==> config.mk <==
export PLATFORM = sky130hd
export DESIGN_NAME = gn2d_front
export DESIGN_NICKNAME = d
export VERILOG_FILES = /design/src/hdl/gn2d_pkg.sv /design/src/hdl/gn2d_front.sv
export SDC_FILE = /design/constraint.sdc
export NUM_CORES = 1
export LEC_CHECK = 0
export BUFFER_PORTS_ARGS = -buffer_cell sky130_fd_sc_hd__buf_2
export CORE_MARGIN = 4
export CORE_UTILIZATION = 46
export CTS_BUF_LIST = sky130_fd_sc_hd__clkbuf_8
export DETAILED_ROUTE_END_ITERATION = 8
export HOLD_SLACK_MARGIN = 0.02
export PLACE_DENSITY_LB_ADDON = 0.15
export SLEW_MARGIN = 20
export SYNTH_ARGS = -nofsm -noshare
export SYNTH_HDL_FRONTEND = slang
export SYNTH_SLANG_ARGS = --single-unit
==> constraint.sdc <==
create_clock -name clock -period 10.3 [get_ports clock]
set_input_delay 1.03 -clock clock [delete_from_list [all_inputs] [get_ports clock]]
set_output_delay 1.03 -clock clock [all_outputs]
set_load 0.01 [all_outputs]
==> src/hdl/gn2d_pkg.sv <==
package gn2d_pkg;

   localparam int TABLE_DEPTH   = 512;
   localparam int IDX_W         = $clog2(TABLE_DEPTH);
   localparam int TBL_IDX_W     = 9;
   localparam int FRAC          = 16;
   localparam int GRAD_W        = 16;
   localparam int COORD_W       = 32;
   localparam int NOISE_W       = 18;
   localparam int INNER_FRAC    = 20;
   localparam int DOT_SHIFT     = FRAC + 14 - INNER_FRAC;
   localparam int DOT_W         = 24;
   localparam int NX_W          = DOT_W + 1;
   localparam int NY_W          = NX_W + 1;
   localparam int RND_SHIFT     = INNER_FRAC - 16;
   localparam int W_W           = FRAC + 1;
   localparam int T_W           = FRAC + 2;
   localparam logic [31:0] HASH_MUL_X = 32'd7385451;
   localparam logic [31:0] HASH_MUL_Y = 32'd19349663;
   localparam logic signed [NOISE_W-1:0] NOISE_MAX = {1'b0, {(NOISE_W-1){1'b1}}};
   localparam logic signed [NOISE_W-1:0] NOISE_MIN = {1'b1, {(NOISE_W-1){1'b0}}};

   typedef enum logic {OP_LOAD = 1'b0, OP_EVAL = 1'b1} op_type;

   typedef struct packed {
      logic                       valid;
      op_type                     op;
      logic [3:0][IDX_W-1:0]      addr;
      logic [IDX_W-1:0]           wr_idx;
      logic                       wr_ok;
      logic [2*GRAD_W-1:0]        wr_data;
      logic [FRAC-1:0]            sx;
      logic [FRAC-1:0]            sy;
      logic [FRAC-1:0]            s2x;
      logic [FRAC-1:0]            s2y;
   } front_type;

   function automatic logic [IDX_W-1:0] hash_idx(input logic [IDX_W-1:0] cx,
                                                 input logic [IDX_W-1:0] cy);
      logic [2*IDX_W-1:0] hx;
      logic [2*IDX_W-1:0] hy;
      hx = cx * HASH_MUL_X[IDX_W-1:0];
      hy = cy * HASH_MUL_Y[IDX_W-1:0];
      return hx[IDX_W-1:0] ^ hy[IDX_W-1:0];
   endfunction

endpackage

==> src/hdl/gn2d_front.sv <==
module gn2d_front import gn2d_pkg::*; (
   input  logic                      clock,
   input  logic                      reset,
   input  logic                      adv,
   input  logic                      in_valid,
   input  logic                      operation,
   input  logic [TBL_IDX_W-1:0]      table_index,
   input  logic signed [GRAD_W-1:0]  grad_x,
   input  logic signed [GRAD_W-1:0]  grad_y,
   input  logic signed [COORD_W-1:0] coord_x,
   input  logic signed [COORD_W-1:0] coord_y,
   output front_type                 front
);

   front_type             front_ff;
   front_type             front_in;
   logic [IDX_W-1:0]      x0, y0, x1, y1;
   logic [2*FRAC-1:0]     sqx, sqy;

   always_comb begin
      x0 = coord_x[FRAC +: IDX_W];
      y0 = coord_y[FRAC +: IDX_W];
      x1 = x0 + IDX_W'(1);
      y1 = y0 + IDX_W'(1);
      sqx = coord_x[FRAC-1:0] * coord_x[FRAC-1:0];
      sqy = coord_y[FRAC-1:0] * coord_y[FRAC-1:0];
      front_in.valid   = in_valid;
      front_in.op      = op_type'(operation);
      front_in.addr[0] = hash_idx(x0, y0);
      front_in.addr[1] = hash_idx(x1, y0);
      front_in.addr[2] = hash_idx(x0, y1);
      front_in.addr[3] = hash_idx(x1, y1);
      front_in.wr_idx  = IDX_W'(table_index);
      front_in.wr_ok   = 32'(table_index) < TABLE_DEPTH;
      front_in.wr_data = {grad_y, grad_x};
      front_in.sx      = coord_x[FRAC-1:0];
      front_in.sy      = coord_y[FRAC-1:0];
      front_in.s2x     = sqx[2*FRAC-1:FRAC];
      front_in.s2y     = sqy[2*FRAC-1:FRAC];
   end

   always_ff @(posedge clock) begin
      if (reset) begin
         front_ff.valid <= 1'b0;
      end else if (adv) begin
         front_ff <= front_in;
      end
   end

   assign front = front_ff;

endmodule

==> summary.txt <==
Timing
  – Hold slack: 0.500 ns
  – Slew headroom: between 30% and 40%
  – Final setup viols: 0
  – Unrepaired setup endpoints after global routing: no
  – Setup Skew: 0 ns
  – Final hold viol count: 0
  – Final Max Slew Viols: 0
  – F_max: around 0.15 GHz
  – Period utilisation layout: between 60% and 70%
  – Minimum clock period: 6.86 ns
  – Setup TNS: 0 ns
  – Worst-Margin Slew: around 1.0 ns

Place
  – Port Buf Inserts: between 200 and 250
  – Post-DP HPWL: 37.3 mm
  – Placed Cells: approximately 2800
  – Routability Congestion: 0.827

Floorplan
  – Die Ht: about 220 um
  – Starting Density: 46.8%
  – FP Rows: 78
  – DIE AREA: 49900 um^2
  – Top-level I/O count: around 250
  – Core Area: roughly 46000 um^2
  – Die W: 223 um

CTS
  – CTS Buffer Depth: 2
  – Num CTS Buffers: 17
  – Clk sinks: 141
  – Reg clk slew, reported paths: around 0.090 ns
  – Setup bufs post-CTS: 0
  – CTS resizes: 0
  – H-tree Lvls: 4
  – Clk Latency, worst-skew pair: 0.53 ns
  – CTS tree: done
  – CTS root buffer: clkbuf_8
  – Cts-stage hold buffer count: 0

Outcome
  – Status: finished, final reports clean

Critical path
  – Critical path class: in2reg
  – Required time worst endpoint: 10.62 ns
  – Crit-path max FO: 13
  – Crit. End Element: flop
  – Startpoint types: input pin
  – Critical path arrival: 7.18 ns

Route
  – DR WL/cell: 16.0 um
  – Detailed Route Iter0 Violations: 675
  – Routed vias/inst: roughly 4.8
  – 1st-pass router iterations: 7
  – Antenna Nets Post-Route: 0
  – DR vias: 13956
  – DRC: 0
  – Final WL: between 40 and 50 mm

Yosys
  – Register bit count reported by yosys: 141
  – Yosys top cell by area: fa_1
  – Synth Instances: 2048
  – Largest cells by area after synthesis: fa_1, edfxtp_1, ha_1, inv_1, xnor2_1
  – Synth top area share: roughly a third
  – Synth Warn #: 0
  – Synth cell count leaders: inv_1, fa_1, ha_1
  – Number of synthesized flops with an enable pin: 140
  – Cell with the most instances after synthesis: inv_1
  – Net Count, Synth: 2808
  – Seq/Total Area, Yosys: roughly a fifth
  – Main flop type after synthesis: edfxtp_1
  – Mapped cell area: roughly 21000 um^2
  – Post-synthesis cell type count: 52
  – Synth Area per Inst: ~10 um^2
  – Ys async rst share: 0%

Global routing
  – Largest net degree at the start of global routing: 76
  – Initial antenna violation count: 0
  – Vias in the first global route: roughly 15000
  – Global-route wire length before repair: 77.4 mm
  – GRT Total Usage: approximately a fifth
  – Grt ovf: 0

Power
  – Cell Pwr Density: 316 nW/um^2
  – Switching Fraction: 48.6%
  – Leakage: 12.3 nW
  – Seq pwr share: 14.9%
  – Switching power: 3.61 mW
  – Pint: 3.82 mW
  – Peak supply drop: around 430 uV
  – Clock power frac: 6.5%
  – Logic pwr share: 78.6%

Layout
  – Non-Filler Instances: 2879
  – Nets@finish: 3025
  – Area grow syn2layout: 10.3%
  – Max FFs per register: 141
  – Ratio of cells with drive above 1 in the final layout: 12.9%

Min path
  – Hold Path Class: reg2reg

Run
  – MaxCap Viol Count: 0
==> power by group through the flow <==
stage	sequential (mW)	clock (mW)	combinational, mW
4_1_cts	1.11	0.513	5.98
3_5_place_dp	1.11	0	5.89
6_report	1.10	0.482	5.84
2_1_floorplan	1.19	0	4.41
3_3_place_gp	1.11	0	5.85
5_1_grt	1.12	0.536	6.80
==> per-stage QoR <==
stage	setup WS (ns)	power (mW)	utilization, %	area [um^2]
after floorplan	2.40	5.60	-	21300
after global placement	2.87	6.96	50.7	23100
after detailed placement	2.82	7.01	50.7	23100
after CTS	3.41	7.60	51.6	23500
after global routing	3.10	8.45	51.6	23500
final	3.44	7.43	51.6	23500
==> final cells by class <==
cell class | count | area [um^2]
Fill cell | 4246 | 22100
Clock inverter | 15 | 160
Antenna cell | 1 | 2.50
Clock buffer | 17 | 234
Multi-Input combinational cell | 1277 | 14700
Inverter | 588 | 2210
Sequential cell | 141 | 4220
Tap cell | 600 | 751
Timing Repair Buffer | 240 | 1210
==> cells in the final DEF (no fill, tap or decap), drive strengths merged, types with 4 or more instances in the layout <==
cell    instances
inv           593
o21bai          5
nor3           12
nand2b          7
nand4           8
and2           83
or2             6
nor2           47
fa            365
o21a            7
nand3          10
edfxtp        140
xor2           41
a31o            4
clkbuf         17
a21oi          40
buf           240
clkinv          8
nor2b          15
o21ai          20
ha            285
a21o           13
xnor2         106
nand2         164
a211oi          7
==> worst max-delay path, stage by stage <==
cell	delay, ns
buf_2	0.31
inv_1	0.24
nor2_1	0.24
ha_1	0.28
xor2_1	0.19
fa_1	0.54
inv_1	0.06
fa_1	0.48
fa_1	0.46
fa_1	0.51
inv_1	0.05
fa_1	0.47
inv_1	0.04
ha_1	0.35
nand4_1	0.20
a211oi_1	0.38
o311ai_4	0.23
a311oi_4	0.45
a21o_4	0.23
o21a_1	0.11
nor2_1	0.05
xnor2_1	0.27
==> path summary, 6_finish.rpt <==
check / startpoint / endpoint / slack, ns / cells past startpoint
max: coord_x[12] / front[29] / 3.44 / 22
max reg2reg: front[143] / front[143] / 9.72 / 2
min reg2reg: front[143] / front[143] / 0.50 / 2
min: front[143] / front[143] / 0.50 / 2
==> cell families (layout without fill, tap and decap cells) <==
kind of cell / Yosys count / after routing / synth area share, %
adders and majority gates: 650 / 650 / 51.0
and+or+nand+nor: 361 / 361 / 8.03
AOI/OAI and AO/OA: 113 / 113 / 3.71
muxes: 5 / 5 / 0.252
buffers and inverters: 630 / 860 / 11.1
other: 1 / 2 / 0.0176
DFF: 141 / 141 / 19.8
xor gates and xnor gates: 147 / 147 / 6.07
==> per-layer routing <==
metal	vias to the layer above	wire, um	GRT usage (%)
met3	54	3070	5.21
met1	6945	19900	25.8
li1	6624	-	-
met2	333	22300	32.4
met4	0	928	5.39
met5	-	0	0
Power figures use the tool's default switching activity.
